$ cat src/hdl/tdd_pkg.sv
// ----------------------------------------------------------------------------
// Tile damage detector package
// Shared types, register indexes and helper functions of the detector.
// ----------------------------------------------------------------------------
package tdd_pkg;

  localparam int unsigned DimW    = 14;
  localparam int unsigned CoordW  = 13;
  localparam int unsigned PixW    = 32;
  localparam int unsigned PbW     = 3;
  localparam int unsigned CfgIdxW = 3;

  localparam logic [CfgIdxW-1:0] RegSurfaceWidth  = 3'd0;
  localparam logic [CfgIdxW-1:0] RegSurfaceHeight = 3'd1;
  localparam logic [CfgIdxW-1:0] RegTileWidth     = 3'd2;
  localparam logic [CfgIdxW-1:0] RegTileHeight    = 3'd3;
  localparam logic [CfgIdxW-1:0] RegPixelBytes    = 3'd4;
  localparam logic [CfgIdxW-1:0] RegHavePrevious  = 3'd5;

  typedef struct packed {
    logic [DimW-1:0] sw;
    logic [DimW-1:0] sh;
    logic [DimW-1:0] tw;
    logic [DimW-1:0] th;
    logic [PbW-1:0]  pb;
    logic            hp;
  } cfg_t;

  typedef struct packed {
    logic [CoordW-1:0] top;
    logic [DimW-1:0]   height;
    logic              frame_end;
    logic              full;
  } job_info_t;

  localparam int unsigned JobInfoW = $bits(job_info_t);

  function automatic logic [DimW-1:0] clamp_dim(input logic [DimW-1:0] v,
                                                input logic [DimW-1:0] lim);
    logic [DimW-1:0] r;
    r = v;
    if (v == '0) begin
      r = DimW'(1);
    end else if (v > lim) begin
      r = lim;
    end
    return r;
  endfunction

  function automatic logic [PbW-1:0] clamp_bytes(input logic [PbW-1:0] v);
    logic [PbW-1:0] r;
    r = v;
    if (v == '0) begin
      r = PbW'(1);
    end else if (v > PbW'(4)) begin
      r = PbW'(4);
    end
    return r;
  endfunction

endpackage

$ cat src/hdl/tdd_queue.sv
// ----------------------------------------------------------------------------
// Tile damage detector job queue
// A short first-in first-out queue of tile row jobs between front and back.
// ----------------------------------------------------------------------------
module tdd_queue #(
  parameter int unsigned Width = 8,
  parameter int unsigned Depth = 2
) (
  input  logic             clk_i,
  input  logic             rst_ni,
  input  logic             push_i,
  input  logic [Width-1:0] data_i,
  input  logic             pop_i,
  output logic [Width-1:0] data_o,
  output logic             empty_o,
  output logic             full_o
);

  localparam int unsigned PtrW = (Depth > 1) ? $clog2(Depth) : 1;
  localparam int unsigned CntW = $clog2(Depth + 1);
  localparam logic [PtrW-1:0] LastPtr = PtrW'(Depth - 1);

  logic [Width-1:0] mem_q [Depth];
  logic [PtrW-1:0]  wr_ptr_q, wr_ptr_d;
  logic [PtrW-1:0]  rd_ptr_q, rd_ptr_d;
  logic [CntW-1:0]  count_q, count_d;

  assign empty_o = (count_q == '0);
  assign full_o  = (count_q == CntW'(Depth));
  assign data_o  = mem_q[rd_ptr_q];

  always_comb begin
    wr_ptr_d = wr_ptr_q;
    rd_ptr_d = rd_ptr_q;
    count_d  = count_q;
    if (push_i) begin
      wr_ptr_d = (wr_ptr_q == LastPtr) ? '0 : wr_ptr_q + PtrW'(1);
    end
    if (pop_i) begin
      rd_ptr_d = (rd_ptr_q == LastPtr) ? '0 : rd_ptr_q + PtrW'(1);
    end
    if (push_i && !pop_i) begin
      count_d = count_q + CntW'(1);
    end else if (pop_i && !push_i) begin
      count_d = count_q - CntW'(1);
    end
  end

  always_ff @(posedge clk_i or negedge rst_ni) begin
    if (!rst_ni) begin
      wr_ptr_q <= '0;
      rd_ptr_q <= '0;
      count_q  <= '0;
    end else begin
      wr_ptr_q <= wr_ptr_d;
      rd_ptr_q <= rd_ptr_d;
      count_q  <= count_d;
    end
  end

  always_ff @(posedge clk_i) begin
    if (push_i) begin
      mem_q[wr_ptr_q] <= data_i;
    end
  end

  assert property (@(posedge clk_i) disable iff (!rst_ni) count_q <= CntW'(Depth))
    else $error("queue count exceeds its depth");
  assert property (@(posedge clk_i) disable iff (!rst_ni) empty_o |-> !pop_i)
    else $error("queue popped while empty");
  assert property (@(posedge clk_i) disable iff (!rst_ni)
                   (push_i && !pop_i) |=> !empty_o)
    else $error("queue empty after a push");

endmodule

$ cat src/hdl/tdd_front.sv
// ----------------------------------------------------------------------------
// Tile damage detector front end
// Accepts pixel pairs, tracks raster position and marks dirty tile columns.
// ----------------------------------------------------------------------------
module tdd_front #(
  parameter int unsigned MAX_COLS = 64
) (
  input  logic                              clk_i,
  input  logic                              rst_ni,
  input  tdd_pkg::cfg_t                     cfg_i,
  input  logic                              in_valid_i,
  output logic                              in_ready_o,
  input  logic [tdd_pkg::PixW-1:0]          current_pixel_i,
  input  logic [tdd_pkg::PixW-1:0]          previous_pixel_i,
  input  logic                              queue_full_i,
  output logic                              push_o,
  output logic [MAX_COLS-1:0]               push_mask_o,
  output tdd_pkg::job_info_t                push_info_o
);
  import tdd_pkg::*;

  localparam int unsigned ColW = (MAX_COLS > 1) ? $clog2(MAX_COLS) : 1;
  localparam logic [ColW-1:0] LastCol = ColW'(MAX_COLS - 1);

  logic [CoordW-1:0]   pix_col_q, pix_col_d;
  logic [CoordW-1:0]   pix_line_q, pix_line_d;
  logic [ColW-1:0]     tile_col_q, tile_col_d;
  logic [CoordW-1:0]   off_x_q, off_x_d;
  logic [CoordW-1:0]   off_y_q, off_y_d;
  logic [CoordW-1:0]   row_top_q, row_top_d;
  logic [MAX_COLS-1:0] dirty_q, dirty_d;

  logic                accept;
  logic [PixW-1:0]     byte_mask;
  logic                differs;
  logic [MAX_COLS-1:0] hit;
  logic [MAX_COLS-1:0] dirty_now;
  logic                line_end;
  logic                frame_end;
  logic                row_end;
  logic [CoordW-1:0]   next_line;

  assign in_ready_o = !queue_full_i;
  assign accept     = in_valid_i && in_ready_o;

  always_comb begin
    for (int k = 0; k < 4; k++) begin
      byte_mask[8*k +: 8] = (PbW'(k) < cfg_i.pb) ? 8'hFF : 8'h00;
    end
    differs = |((current_pixel_i ^ previous_pixel_i) & byte_mask);
    for (int c = 0; c < MAX_COLS; c++) begin
      hit[c] = differs && (tile_col_q == ColW'(c));
    end
  end

  assign dirty_now = dirty_q | hit;
  assign line_end  = {1'b0, pix_col_q} >= (cfg_i.sw - DimW'(1));
  assign frame_end = line_end && ({1'b0, pix_line_q} >= (cfg_i.sh - DimW'(1)));
  assign row_end   = line_end && (frame_end || ({1'b0, off_y_q} >= (cfg_i.th - DimW'(1))));
  assign next_line = pix_line_q + CoordW'(1);

  assign push_o = accept && row_end && (cfg_i.hp ? (|dirty_now) : frame_end);
  assign push_mask_o           = dirty_now;
  assign push_info_o.top       = row_top_q;
  assign push_info_o.height    = {1'b0, off_y_q} + DimW'(1);
  assign push_info_o.frame_end = frame_end;
  assign push_info_o.full      = !cfg_i.hp;

  always_comb begin
    pix_col_d  = pix_col_q;
    pix_line_d = pix_line_q;
    tile_col_d = tile_col_q;
    off_x_d    = off_x_q;
    off_y_d    = off_y_q;
    row_top_d  = row_top_q;
    dirty_d    = dirty_q;
    if (accept) begin
      dirty_d = row_end ? '0 : dirty_now;
      if (line_end) begin
        pix_col_d  = '0;
        tile_col_d = '0;
        off_x_d    = '0;
        if (frame_end) begin
          pix_line_d = '0;
          off_y_d    = '0;
          row_top_d  = '0;
        end else begin
          pix_line_d = next_line;
          if (row_end) begin
            off_y_d   = '0;
            row_top_d = next_line;
          end else begin
            off_y_d = off_y_q + CoordW'(1);
          end
        end
      end else begin
        pix_col_d = pix_col_q + CoordW'(1);
        if ({1'b0, off_x_q} >= (cfg_i.tw - DimW'(1))) begin
          off_x_d = '0;
          if (tile_col_q < LastCol) begin
            tile_col_d = tile_col_q + ColW'(1);
          end
        end else begin
          off_x_d = off_x_q + CoordW'(1);
        end
      end
    end
  end

  always_ff @(posedge clk_i or negedge rst_ni) begin
    if (!rst_ni) begin
      pix_col_q  <= '0;
      pix_line_q <= '0;
      tile_col_q <= '0;
      off_x_q    <= '0;
      off_y_q    <= '0;
      row_top_q  <= '0;
      dirty_q    <= '0;
    end else begin
      pix_col_q  <= pix_col_d;
      pix_line_q <= pix_line_d;
      tile_col_q <= tile_col_d;
      off_x_q    <= off_x_d;
      off_y_q    <= off_y_d;
      row_top_q  <= row_top_d;
      dirty_q    <= dirty_d;
    end
  end

  assert property (@(posedge clk_i) disable iff (!rst_ni) tile_col_q <= LastCol)
    else $error("tile column index beyond the last column");
  assert property (@(posedge clk_i) disable iff (!rst_ni)
                   (accept && row_end) |=> (dirty_q == '0))
    else $error("dirty flags not cleared at the end of a tile row");
  assert property (@(posedge clk_i) disable iff (!rst_ni)
                   (accept && line_end) |=> (pix_col_q == '0 && off_x_q == '0))
    else $error("column counters not cleared at the end of a line");

endmodule

$ cat src/hdl/tdd_back.sv
// ----------------------------------------------------------------------------
// Tile damage detector back end
// Scans a tile row job one tile column per cycle while the output is not stalled, and issues rectangles.
// ----------------------------------------------------------------------------
module tdd_back #(
  parameter int unsigned MAX_COLS = 64
) (
  input  logic                         clk_i,
  input  logic                         rst_ni,
  input  tdd_pkg::cfg_t                cfg_i,
  input  logic                         job_valid_i,
  input  logic [MAX_COLS-1:0]          job_mask_i,
  input  tdd_pkg::job_info_t           job_info_i,
  output logic                         job_pop_o,
  output logic                         out_valid_o,
  input  logic                         out_ready_i,
  output logic [tdd_pkg::CoordW-1:0]   rect_x_o,
  output logic [tdd_pkg::CoordW-1:0]   rect_y_o,
  output logic [tdd_pkg::DimW-1:0]     rect_width_o,
  output logic [tdd_pkg::DimW-1:0]     rect_height_o,
  output logic                         last_in_run_o,
  output logic                         frame_done_o
);
  import tdd_pkg::*;

  localparam int unsigned ColW = (MAX_COLS > 1) ? $clog2(MAX_COLS) : 1;
  localparam logic [ColW-1:0] LastCol = ColW'(MAX_COLS - 1);

  logic                scan_q;
  logic                full_q;
  logic [MAX_COLS-1:0] mask_q;
  logic [ColW-1:0]     col_q;
  logic [DimW:0]       x_q;
  logic [CoordW-1:0]   top_q;
  logic [DimW-1:0]     height_q;
  logic                fe_q;
  logic                hold_q;
  logic [CoordW-1:0]   hold_x_q;
  logic [DimW-1:0]     hold_w_q;

  logic                out_valid_q;
  logic [CoordW-1:0]   rect_x_q;
  logic [CoordW-1:0]   rect_y_q;
  logic [DimW-1:0]     rect_w_q;
  logic [DimW-1:0]     rect_h_q;
  logic                last_q;
  logic                done_q;

  logic                advance;
  logic [MAX_COLS-1:0] rest;
  logic [DimW:0]       x_next;
  logic                in_surface;
  logic                found;
  logic                flush;
  logic                emit_full;
  logic                emit_held;
  logic                last_col;
  logic                scan_done;
  logic [DimW-1:0]     w_raw;
  logic [DimW-1:0]     w_clip;

  // A found rectangle waits in the holding register until the next one is
  // found or the scan ends, so that the last one of the row can be marked.
  assign advance    = !out_valid_q || out_ready_i;
  assign job_pop_o  = !scan_q && !hold_q && job_valid_i;
  assign rest       = mask_q >> 1;
  assign x_next     = x_q + {1'b0, cfg_i.tw};
  assign in_surface = x_q < {1'b0, cfg_i.sw};
  assign found      = scan_q && !full_q && mask_q[0] && in_surface;
  assign flush      = !scan_q && hold_q;
  assign emit_full  = advance && scan_q && full_q;
  assign emit_held  = advance && hold_q && (found || flush);
  assign last_col   = (rest == '0) || (x_next >= {1'b0, cfg_i.sw});
  assign scan_done  = full_q || !in_surface || last_col;
  assign w_raw      = cfg_i.sw - x_q[DimW-1:0];
  assign w_clip     = ((col_q != LastCol) && (w_raw > cfg_i.tw)) ? cfg_i.tw : w_raw;

  always_ff @(posedge clk_i or negedge rst_ni) begin
    if (!rst_ni) begin
      scan_q      <= 1'b0;
      full_q      <= 1'b0;
      hold_q      <= 1'b0;
      out_valid_q <= 1'b0;
    end else begin
      if (job_pop_o) begin
        scan_q <= 1'b1;
        full_q <= job_info_i.full;
      end else if (scan_q && advance && scan_done) begin
        scan_q <= 1'b0;
      end
      if (advance && found) begin
        hold_q <= 1'b1;
      end else if (advance && flush) begin
        hold_q <= 1'b0;
      end
      if (emit_full || emit_held) begin
        out_valid_q <= 1'b1;
      end else if (out_ready_i) begin
        out_valid_q <= 1'b0;
      end
    end
  end

  always_ff @(posedge clk_i) begin
    if (job_pop_o) begin
      mask_q   <= job_mask_i;
      col_q    <= '0;
      x_q      <= '0;
      top_q    <= job_info_i.top;
      height_q <= job_info_i.height;
      fe_q     <= job_info_i.frame_end;
    end else if (scan_q && advance) begin
      mask_q <= rest;
      col_q  <= col_q + ColW'(1);
      x_q    <= x_next;
    end
    if (advance && found) begin
      hold_x_q <= x_q[CoordW-1:0];
      hold_w_q <= w_clip;
    end
    if (emit_full) begin
      rect_x_q <= '0;
      rect_y_q <= '0;
      rect_w_q <= cfg_i.sw;
      rect_h_q <= cfg_i.sh;
      last_q   <= 1'b1;
      done_q   <= 1'b1;
    end else if (emit_held) begin
      rect_x_q <= hold_x_q;
      rect_y_q <= top_q;
      rect_w_q <= hold_w_q;
      rect_h_q <= height_q;
      last_q   <= flush;
      done_q   <= fe_q;
    end
  end

  assign out_valid_o   = out_valid_q;
  assign rect_x_o      = rect_x_q;
  assign rect_y_o      = rect_y_q;
  assign rect_width_o  = rect_w_q;
  assign rect_height_o = rect_h_q;
  assign last_in_run_o = last_q;
  assign frame_done_o  = done_q;

  assert property (@(posedge clk_i) disable iff (!rst_ni)
                   (scan_q && full_q && advance) |=> (out_valid_q && last_q && done_q))
    else $error("whole surface request not issued as a final rectangle");
  assert property (@(posedge clk_i) disable iff (!rst_ni)
                   (out_valid_q && !last_q) |-> hold_q)
    else $error("a non-final rectangle was issued but nothing is held");
  assert property (@(posedge clk_i) disable iff (!rst_ni)
                   out_valid_q |-> (rect_w_q != '0 && rect_h_q != '0))
    else $error("rectangle of zero size issued");

endmodule

$ cat src/hdl/tile_damage_detector_core.sv
// ----------------------------------------------------------------------------
// Tile damage detector core
// Compares current and previous frame pixels and reports damaged tiles.
// ----------------------------------------------------------------------------
// Throughput: one pixel pair per cycle; the input stalls only while the
// two-entry tile row queue is full.
// Each tile row job passes through the queue to the back end, which scans it
// column by column, holds each rectangle found until the next is found or the
// scan ends, and registers it onto the output.
// Reset: settings take their defaults; front counters, flags and queue clear.
module tile_damage_detector_core #(
  parameter int unsigned MAX_COLS = 64,
  parameter int unsigned MAX_DIM  = 8192
) (
  input  logic                          clk_i,
  input  logic                          rst_ni,
  input  logic                          cfg_we_i,
  input  logic [tdd_pkg::CfgIdxW-1:0]   cfg_idx_i,
  input  logic [tdd_pkg::DimW-1:0]      cfg_data_i,
  input  logic                          in_valid_i,
  output logic                          in_ready_o,
  input  logic [tdd_pkg::PixW-1:0]      current_pixel_i,
  input  logic [tdd_pkg::PixW-1:0]      previous_pixel_i,
  output logic                          out_valid_o,
  input  logic                          out_ready_i,
  output logic [tdd_pkg::CoordW-1:0]    rect_x_o,
  output logic [tdd_pkg::CoordW-1:0]    rect_y_o,
  output logic [tdd_pkg::DimW-1:0]      rect_width_o,
  output logic [tdd_pkg::DimW-1:0]      rect_height_o,
  output logic                          last_in_run_o,
  output logic                          frame_done_o
);
  import tdd_pkg::*;

  localparam logic [DimW-1:0] DimLim = DimW'((MAX_DIM < 8192) ? MAX_DIM : 8192);
  localparam int unsigned QueueW = MAX_COLS + JobInfoW;

  logic [DimW-1:0] surface_width_q;
  logic [DimW-1:0] surface_height_q;
  logic [DimW-1:0] tile_width_q;
  logic [DimW-1:0] tile_height_q;
  logic [PbW-1:0]  pixel_bytes_q;
  logic            have_previous_q;

  cfg_t cfg;

  logic                push;
  logic [MAX_COLS-1:0] push_mask;
  job_info_t           push_info;
  logic                pop;
  logic [QueueW-1:0]   queue_data;
  logic                queue_empty;
  logic                queue_full;
  logic [MAX_COLS-1:0] job_mask;
  job_info_t           job_info;

  always_ff @(posedge clk_i or negedge rst_ni) begin
    if (!rst_ni) begin
      surface_width_q  <= DimW'(1920);
      surface_height_q <= DimW'(1080);
      tile_width_q     <= DimW'(64);
      tile_height_q    <= DimW'(64);
      pixel_bytes_q    <= PbW'(4);
      have_previous_q  <= 1'b1;
    end else if (cfg_we_i) begin
      unique case (cfg_idx_i)
        RegSurfaceWidth:  surface_width_q  <= cfg_data_i;
        RegSurfaceHeight: surface_height_q <= cfg_data_i;
        RegTileWidth:     tile_width_q     <= cfg_data_i;
        RegTileHeight:    tile_height_q    <= cfg_data_i;
        RegPixelBytes:    pixel_bytes_q    <= cfg_data_i[PbW-1:0];
        RegHavePrevious:  have_previous_q  <= cfg_data_i[0];
        default: ;
      endcase
    end
  end

  assign cfg.sw = clamp_dim(surface_width_q, DimLim);
  assign cfg.sh = clamp_dim(surface_height_q, DimLim);
  assign cfg.tw = clamp_dim(tile_width_q, DimLim);
  assign cfg.th = clamp_dim(tile_height_q, DimLim);
  assign cfg.pb = clamp_bytes(pixel_bytes_q);
  assign cfg.hp = have_previous_q;

  tdd_front #(
    .MAX_COLS (MAX_COLS)
  ) u_front (
    .clk_i            (clk_i),
    .rst_ni           (rst_ni),
    .cfg_i            (cfg),
    .in_valid_i       (in_valid_i),
    .in_ready_o       (in_ready_o),
    .current_pixel_i  (current_pixel_i),
    .previous_pixel_i (previous_pixel_i),
    .queue_full_i     (queue_full),
    .push_o           (push),
    .push_mask_o      (push_mask),
    .push_info_o      (push_info)
  );

  tdd_queue #(
    .Width (QueueW),
    .Depth (2)
  ) u_queue (
    .clk_i   (clk_i),
    .rst_ni  (rst_ni),
    .push_i  (push),
    .data_i  ({push_mask, push_info}),
    .pop_i   (pop),
    .data_o  (queue_data),
    .empty_o (queue_empty),
    .full_o  (queue_full)
  );

  assign job_mask = queue_data[QueueW-1 -: MAX_COLS];
  assign job_info = queue_data[JobInfoW-1:0];

  tdd_back #(
    .MAX_COLS (MAX_COLS)
  ) u_back (
    .clk_i         (clk_i),
    .rst_ni        (rst_ni),
    .cfg_i         (cfg),
    .job_valid_i   (!queue_empty),
    .job_mask_i    (job_mask),
    .job_info_i    (job_info),
    .job_pop_o     (pop),
    .out_valid_o   (out_valid_o),
    .out_ready_i   (out_ready_i),
    .rect_x_o      (rect_x_o),
    .rect_y_o      (rect_y_o),
    .rect_width_o  (rect_width_o),
    .rect_height_o (rect_height_o),
    .last_in_run_o (last_in_run_o),
    .frame_done_o  (frame_done_o)
  );

endmodule

$ cat config.mk
export PLATFORM = sky130hd
export DESIGN_NAME = tile_damage_detector_core
export DESIGN_NICKNAME = d
export VERILOG_FILES = /design/src/hdl/tdd_pkg.sv /design/src/hdl/tdd_queue.sv /design/src/hdl/tdd_front.sv /design/src/hdl/tdd_back.sv /design/src/hdl/tile_damage_detector_core.sv
export SDC_FILE = /design/constraint.sdc
export NUM_CORES = 1
export LEC_CHECK = 0
export BUFFER_PORTS_ARGS = -buffer_cell sky130_fd_sc_hd__buf_2
export CORE_MARGIN = 2
export CORE_UTILIZATION = 43
export CTS_CLUSTER_SIZE = 16
export DETAILED_ROUTE_END_ITERATION = 12
export GPL_TIMING_DRIVEN = 0
export PLACE_DENSITY = 0.6
export REMOVE_ABC_BUFFERS = 1
export SLEW_MARGIN = 20
export SYNTH_ARGS = -nofsm -noshare
export SYNTH_HDL_FRONTEND = slang
export SYNTH_SLANG_ARGS = --single-unit
export TNS_END_PERCENT = 10
$ cat constraint.sdc
create_clock -name clk_i -period 34.7 [get_ports clk_i]
set_input_delay 3.47 -clock clk_i [delete_from_list [all_inputs] [get_ports clk_i]]
set_output_delay 3.47 -clock clk_i [all_outputs]
set_load 0.005 [all_outputs]
== Word level (Yosys, flattened, before mapping) ==
Memories as Yosys holds them, arrays and structs flattened.
Cells that the tools add are included.
Cells by class
  equal/unequal tests: 70
  multiply operators: 0
  div/mod/pow operators: 0
  $add $sub $neg: 17
  reduce and logical (&&, ||, !) cells: 131
  magnitude comparators: 17
  multiplexer cells: 46
  shift-type cells: 0
  bitwise operators: 3
Operator list (count)
  6-bit equality test, second input constant: 32
  64-bit two-way mux: 3
  14-bit two-way mux: 13
  13-bit two-way mux: 8
  6-bit by 5-bit equality test with 1-bit output, second input constant: 16
  1-bit logical AND: 85
  64-bit zero test: 1
  64-bit bitwise OR: 1
  64-bit OR reduction: 1
  13-bit by 14-bit >= comparator with 1-bit output: 4
  14-bit greater-than comparator, second input constant: 4
  14-bit zero test: 4
  14-bit by 1-bit subtractor with 14-bit output, second input constant: 4
  13-bit by 1-bit adder with 13-bit output, second input constant: 4
  6-bit by 4-bit equality test with 1-bit output, second input constant: 8
  32-bit bitwise AND: 1
  8-bit two-way mux: 4
  32-bit OR reduction: 1
  32-bit bitwise XOR: 1
  6-bit by 3-bit equality test with 1-bit output, second input constant: 4
  6-bit two-way mux: 3
  2-bit nonzero test: 9
  15-bit by 14-bit adder with 15-bit output: 1
  15-bit by 14-bit >= comparator with 1-bit output: 1
  29 further kinds: 71
Storage, ports and cells
  register bits: 399
  memories: 1
  bits in latches: 0
  RAM bits: 186
  ROM bits: 0
  output and inout port bits: 58
  word-level logic and storage cells: 319
Memory list
  u_queue.mem_q: depth 2, width 93, read ports 1, clocked after Yosys merged registers in 0, write ports 1, RTL line tdd_queue.sv:23  | logic [Width-1:0] mem_q [Depth];

== Depth between registers and ports, before layout ==
  depth after elaboration: 16
  gate-level depth with buffers: 22
  mapped depth without buffers: 21

== Hierarchy ==
From an unflattened synthesis, not the netlist that was laid out.
Second synthesis, totals
  cell total of the unflattened synthesis: 2410
  area total of the unflattened synthesis: 29154.2 µm²
Modules (own cells, without submodules)
  tdd_back: times used 1, cells each 826, area each 9968.3 µm²
  tdd_front: times used 1, cells each 1064, area each 9410.3 µm²
  tdd_queue: times used 1, cells each 305, area each 6909.1 µm²
  tile_damage_detector_core: times used 1, cells each 215, area each 2866.5 µm²

== Least setup slack after synthesis ==
No wires, ideal clock.
  path kind: input to register
  from: input current_pixel_i[23] in the netlist's numbering
  to: memory u_queue.mem_q[0][0] in the netlist's numbering (enable)
  path slack: 20.805 ns
  required time: 33.926 ns
  library setup time: 0.774 ns
  path buffers: 0
  stages: 7
  arrival: 13.121 ns
  cells stage by stage: xor2_1 nor4_1 a41o_1 o2111ai_1 a41o_1 a2111oi_2 nor4_1
Between the ends
  word-level cells in the longest chain between the ends: 10
Ends and longest elaborated chain
  start: declaration: RTL line tile_damage_detector_core.sv:22  | input logic [tdd_pkg::PixW-1:0] current_pixel_i,
  32-bit bitwise XOR: RTL line tdd_front.sv:50  | differs = |((current_pixel_i ^ previous_pixel_i) & byte_mask);
  32-bit bitwise AND: RTL line tdd_front.sv:50
  32-bit OR reduction: RTL line tdd_front.sv:50
  1-bit logical AND: RTL line tdd_front.sv:52  | hit[c] = differs && (tile_col_q == ColW'(c));
  64-bit bitwise OR: RTL line tdd_front.sv:56  | assign dirty_now = dirty_q | hit;
  named net push_mask[41]: RTL line tile_damage_detector_core.sv:48  | logic [MAX_COLS-1:0] push_mask;
  64-bit OR reduction: RTL line tdd_front.sv:62  | assign push_o = accept && row_end && (cfg_i.hp ? (|dirty_now) : frame_end);
  1-bit two-way mux: RTL line tdd_front.sv:62
  1-bit logical AND: RTL line tdd_front.sv:62
  1-bit two-way mux: RTL line tdd_queue.sv:62  | if (push_i) begin
  1-bit two-way mux (implied by the code): RTL line tdd_queue.sv:63  | mem_q[wr_ptr_q] <= data_i;
  end: declaration: RTL line tdd_queue.sv:23
The timed path passes the listed nets, and every way through them passes these cells.

== Worst setup path after layout ==
  from: register surface_width_q[0]
  to: memory u_queue.mem_q[0][75] in the netlist's numbering (enable)
Between the ends
  word-level cells in the longest chain between the ends: 12
Ends and longest elaborated chain
  start: declaration: RTL line tile_damage_detector_core.sv:38  | logic [DimW-1:0] surface_width_q;
  start signal: assignment: RTL line tile_damage_detector_core.sv:59  | surface_width_q <= DimW'(1920);
  start signal: assignment: RTL line tile_damage_detector_core.sv:67  | RegSurfaceWidth: surface_width_q <= cfg_data_i;
  14-bit greater-than comparator: RTL line tdd_pkg.sv:44  | end else if (v > lim) begin
  14-bit two-way mux: RTL line tdd_pkg.sv:44
  14-bit two-way mux (*): RTL line tdd_pkg.sv:42  | if (v == '0) begin
  14-bit by 1-bit subtractor with 14-bit output (*): RTL line tdd_front.sv:57  | assign line_end = {1'b0, pix_col_q} >= (cfg_i.sw - DimW'(1));
  13-bit by 14-bit >= comparator with 1-bit output (*): RTL line tdd_front.sv:57
  1-bit logical AND: RTL line tdd_front.sv:58  | assign frame_end = line_end && ({1'b0, pix_line_q} >= (cfg_i.sh - DimW'(1)));
  1-bit logical OR: RTL line tdd_front.sv:59  | assign row_end = line_end && (frame_end || ({1'b0, off_y_q} >= (cfg_i.th - DimW'(1))));
  1-bit logical AND: RTL line tdd_front.sv:59
  1-bit logical AND: RTL line tdd_front.sv:62
  1-bit logical AND (*): RTL line tdd_front.sv:62
  1-bit two-way mux (*): RTL line tdd_queue.sv:62
  1-bit two-way mux (implied by the code) (*): RTL line tdd_queue.sv:63
Mark *: on every way between the ends. The rest lies on a longest branch, timed or not.

==> flow_metrics.env <==
export IMPL_drt_total_wl_um=70800
export IMPL_via_per_inst=5.57
export IMPL_fin_nets=2898
export IMPL_num_vias=20014
export IMPL_io_buffers=143
export IMPL_skew_ps=36.2
export IMPL_clock_sinks=585
export IMPL_rsz0062_at_grt="no"
export IMPL_cp_top_family="simple AND/OR/NAND/NOR gates"
export IMPL_r2r_end="u_queue.mem_q[0][75]"
export IMPL_grt_overflow=0
export IMPL_rows=94
export IMPL_cts_hold_buffers_added=0
export IMPL_slowest_stage="nor4_2"
export IMPL_fillCellCount=5819
export IMPL_worst_path_buf_inv=6
export IMPL_ys_ff_latch=585
export IMPL_cts_root_buf="clkbuf_16"
export IMPL_min_path_cells=0
export IMPL_syn_area_mm2=0.0285
export IMPL_p_leak_nw=13.9
export IMPL_cts_tree="built"
export IMPL_hold_viol_final=0
export IMPL_crit_top_cell="buf_2"
export IMPL_p_switching_w=0.000944
export IMPL_cts_buffers_inserted=61
export IMPL_endpoint_kind="register"
export IMPL_worstHoldPathType="reg -> reg"
export IMPL_insertion_delay_ps=640
export IMPL_synth_cell_types=76
export IMPL_routabilityCongestion=0.891
export IMPL_min_delay_start="u_front.row_top_q[5]"
export IMPL_maxCapViolCount=0
export IMPL_combPwrFrac_pct=35.6
export IMPL_clockBufferDepth=3
export IMPL_dp_slack_ps=27310
export IMPL_avgSynthCellArea_um2=11.2
export IMPL_switching_share_pct=35.7
export IMPL_worst_hold_slack_ps=473
export IMPL_path_clk_slew_ps=60
export IMPL_fin_ws_ps=27860
export IMPL_fmax_mhz=146
export IMPL_dpl_cell_area_mm2=0.0307
export IMPL_hpwl_um=51600
export IMPL_slew_violations=0
export IMPL_synthFlopType="edfxtp_1"
export IMPL_pwr_share_seq_pct=39.4
export IMPL_required_ps=35030
export IMPL_yosysSeqAreaShare_pct=56.3
export IMPL_cp_max_fo=28
export IMPL_drt_iter0_markers=1522
export IMPL_yosys_top_cells_area="edfxtp_1 35%, dfrtp_1 17%, ha_1 5.9%"
export IMPL_layout_commonest_cell="edfxtp_1"
export IMPL_grt_use_total_pct=20.8
export IMPL_die_area_mm2=0.0685
export IMPL_layout_cells_non_filler=3593
export IMPL_worst_setup_path_type="reg -> reg"
export IMPL_grt_max_degree=78
export IMPL_cp_arrival_ps=7180
export IMPL_die_w_um=262
export IMPL_antenna_found_initial=4
export IMPL_ff2ff_path_depth=21
export IMPL_drive_gt1_share_pct=16.1
export IMPL_postRouteAntennaNets=0
export IMPL_postLayoutCellArea_mm2=0.0327
export IMPL_setup_tns_ps=0
export IMPL_powerDensity_mw_per_mm2=80.9
export IMPL_r2r_slack_ps=27860
export IMPL_die_y_um=262
export IMPL_power_internal_w=0.00170
export IMPL_grt_pass1_vias=19806
export IMPL_synth_top_area_share_pct=35.0
export IMPL_status="finished, final reports clean"
export IMPL_rr_startpoint="surface_width_q[0]"
export IMPL_wl_per_cell_um=19.7
export IMPL_drc=0
export IMPL_cts_resized=0
export IMPL_relSlewSlack_pct=21.2
export IMPL_async_reset_ff_share_pct=34.7
export IMPL_min_period_ps=6840
export IMPL_cp_start_kind="register"
export IMPL_cts_setup_buffers=0
export IMPL_layout_common_cells="333 x edfxtp_1, 239 x nand2_1, 201 x o21ai_0, 190 x dfrtp_1, 189 x nor2_1"
export IMPL_ir_worst_vdd_uv=49.9
export IMPL_place_inst=3476
export IMPL_core_area_mm2=0.0657
export IMPL_yosysTopAreaCell="edfxtp_1"
export IMPL_worstPathCellList="or4_1 > nor4_1 > o21ai_0 > ha_1 > nand2_1 > nor3b_1 > a21oi_1 > o21ai_0 > ha_1 > nand3_1 > o21ai_0 > a221oi_1 > o31ai_4 > buf_8 > o211ai_4 > nor4_2 > buf_6 > buf_2 > buf_2 > buf_2 > buf_2"
export IMPL_start_util_pct=43.4
export IMPL_ios=144
export IMPL_first_pass_iters=5
export IMPL_grt_pass1_wl_um=111000
export IMPL_htreeDepth=2
export IMPL_hold_end="u_queue.mem_q[1][21]"
export IMPL_pwr_share_clk_pct=24.9
export IMPL_setup_viol=0
export IMPL_period_share_pct=19.7
export IMPL_worst_pin_slew_ps=1170
export IMPL_slowest_delay_ps=960
export IMPL_yosysWarnings=0
export IMPL_synth_edf_count=333
export IMPL_syn2layout_area_growth_pct=14.6
export IMPL_syn_inst=2541
## cell families after synthesis
family	Yosys count	share of synthesized area (%)
compound gates	581	12.3
xor+xnor	133	4.08
fa+ha+maj	137	6.06
buf+inv	196	2.71
flops	585	56.3
mux	168	6.33
simple gates	741	12.2
## through the flow
stage	utilization, %	total power [W]
2_1_floorplan	-	0.00166
3_3_place_gp	45.4	0.00196
3_5_place_dp	46.7	0.00200
4_1_cts	49.7	0.00266
5_1_grt	49.8	0.00281
6_report	49.8	0.00265
## area by class of cell
cell class / count / area, um^2 / area share (%)
Tap cell: 864 / 1080 / 3.30
Inverter: 80 / 304 / 0.929
Clock inverter: 35 / 384 / 1.17
Multi-Input combinational cell: 1760 / 11900 / 36.2
Antenna cell: 2 / 5.00 / 0.0153
Clock buffer: 80 / 1640 / 5.01
Sequential cell: 585 / 16100 / 49.2
Timing Repair Buffer: 187 / 1370 / 4.18
## synth_stat cells, types with 75 or more instances
library cell    n
a21o_1         75
o21ai_0       203
nor2_1        194
a21oi_1       163
xnor2_1        95
clkbuf_1       78
edfxtp_1      333
inv_1          77
nand2_1       241
dfrtp_1       191
mux2_2        100
ha_1          135
## worst register-to-register path, delay by kind of cell, from the launching register on
family	cells	cell delay, ps
adder cells (fa/ha/maj)	2	760
flip-flops	1	410
buffers and inverters	6	1440
AND/OR/NAND/NOR	6	2180
AO/OA/AOI/OAI	7	1800
## worst max path at each step
| stage | from | end | slack, ps | cells past startpoint |
|---|---|---|---|---|
| 3_3_place_gp | surface_width_q[0] | u_queue.mem_q[0][73] | 11150 | 15 |
| 4_1_cts | surface_width_q[0] | u_queue.mem_q[0][67] | 27840 | 21 |
| 6_report | surface_width_q[0] | u_queue.mem_q[0][75] | 27860 | 21 |
| 2_1_floorplan | surface_width_q[0] | u_queue.mem_q[0][0] | 20220 | 16 |
| 3_5_place_dp | previous_pixel_i[12] | u_queue.mem_q[0][74] | 27310 | 13 |
| 5_1_grt | surface_width_q[0] | u_queue.mem_q[0][75] | 27480 | 21 |
## sequential cells by signal, indices dropped and copies added (netlist names), 14 cells and up
signal,count
u_queue.mem_q,186
u_back.mask_q,64
u_front.dirty_q,64
u_back.x_q,15
surface_height_q,14
surface_width_q,14
tile_height_q,14
tile_width_q,14
u_back.height_q,14
u_back.hold_w_q,14
u_back.rect_height_o,14
u_back.rect_width_o,14
## per-layer routing
layer  up-vias  routed length (um)  track usage, %
li1       9548                   -               -
met1      9757               32200            28.7
met2       569               32600            33.6
met3       138                3880            3.55
met4         2                2050            6.41
met5         -                  16               0
## power by group through the flow
stage | clock network [W] | registers, W | logic (W)
after floorplan | 0 | 0.00104 | 0.000619
after global placement | 0 | 0.00108 | 0.000875
after detailed placement | 0 | 0.00106 | 0.000941
after CTS | 0.000674 | 0.00104 | 0.000947
after global routing | 0.000703 | 0.00106 | 0.00105
final | 0.000659 | 0.00104 | 0.000943
No activity file was read; power rests on OpenSTA's default activity.
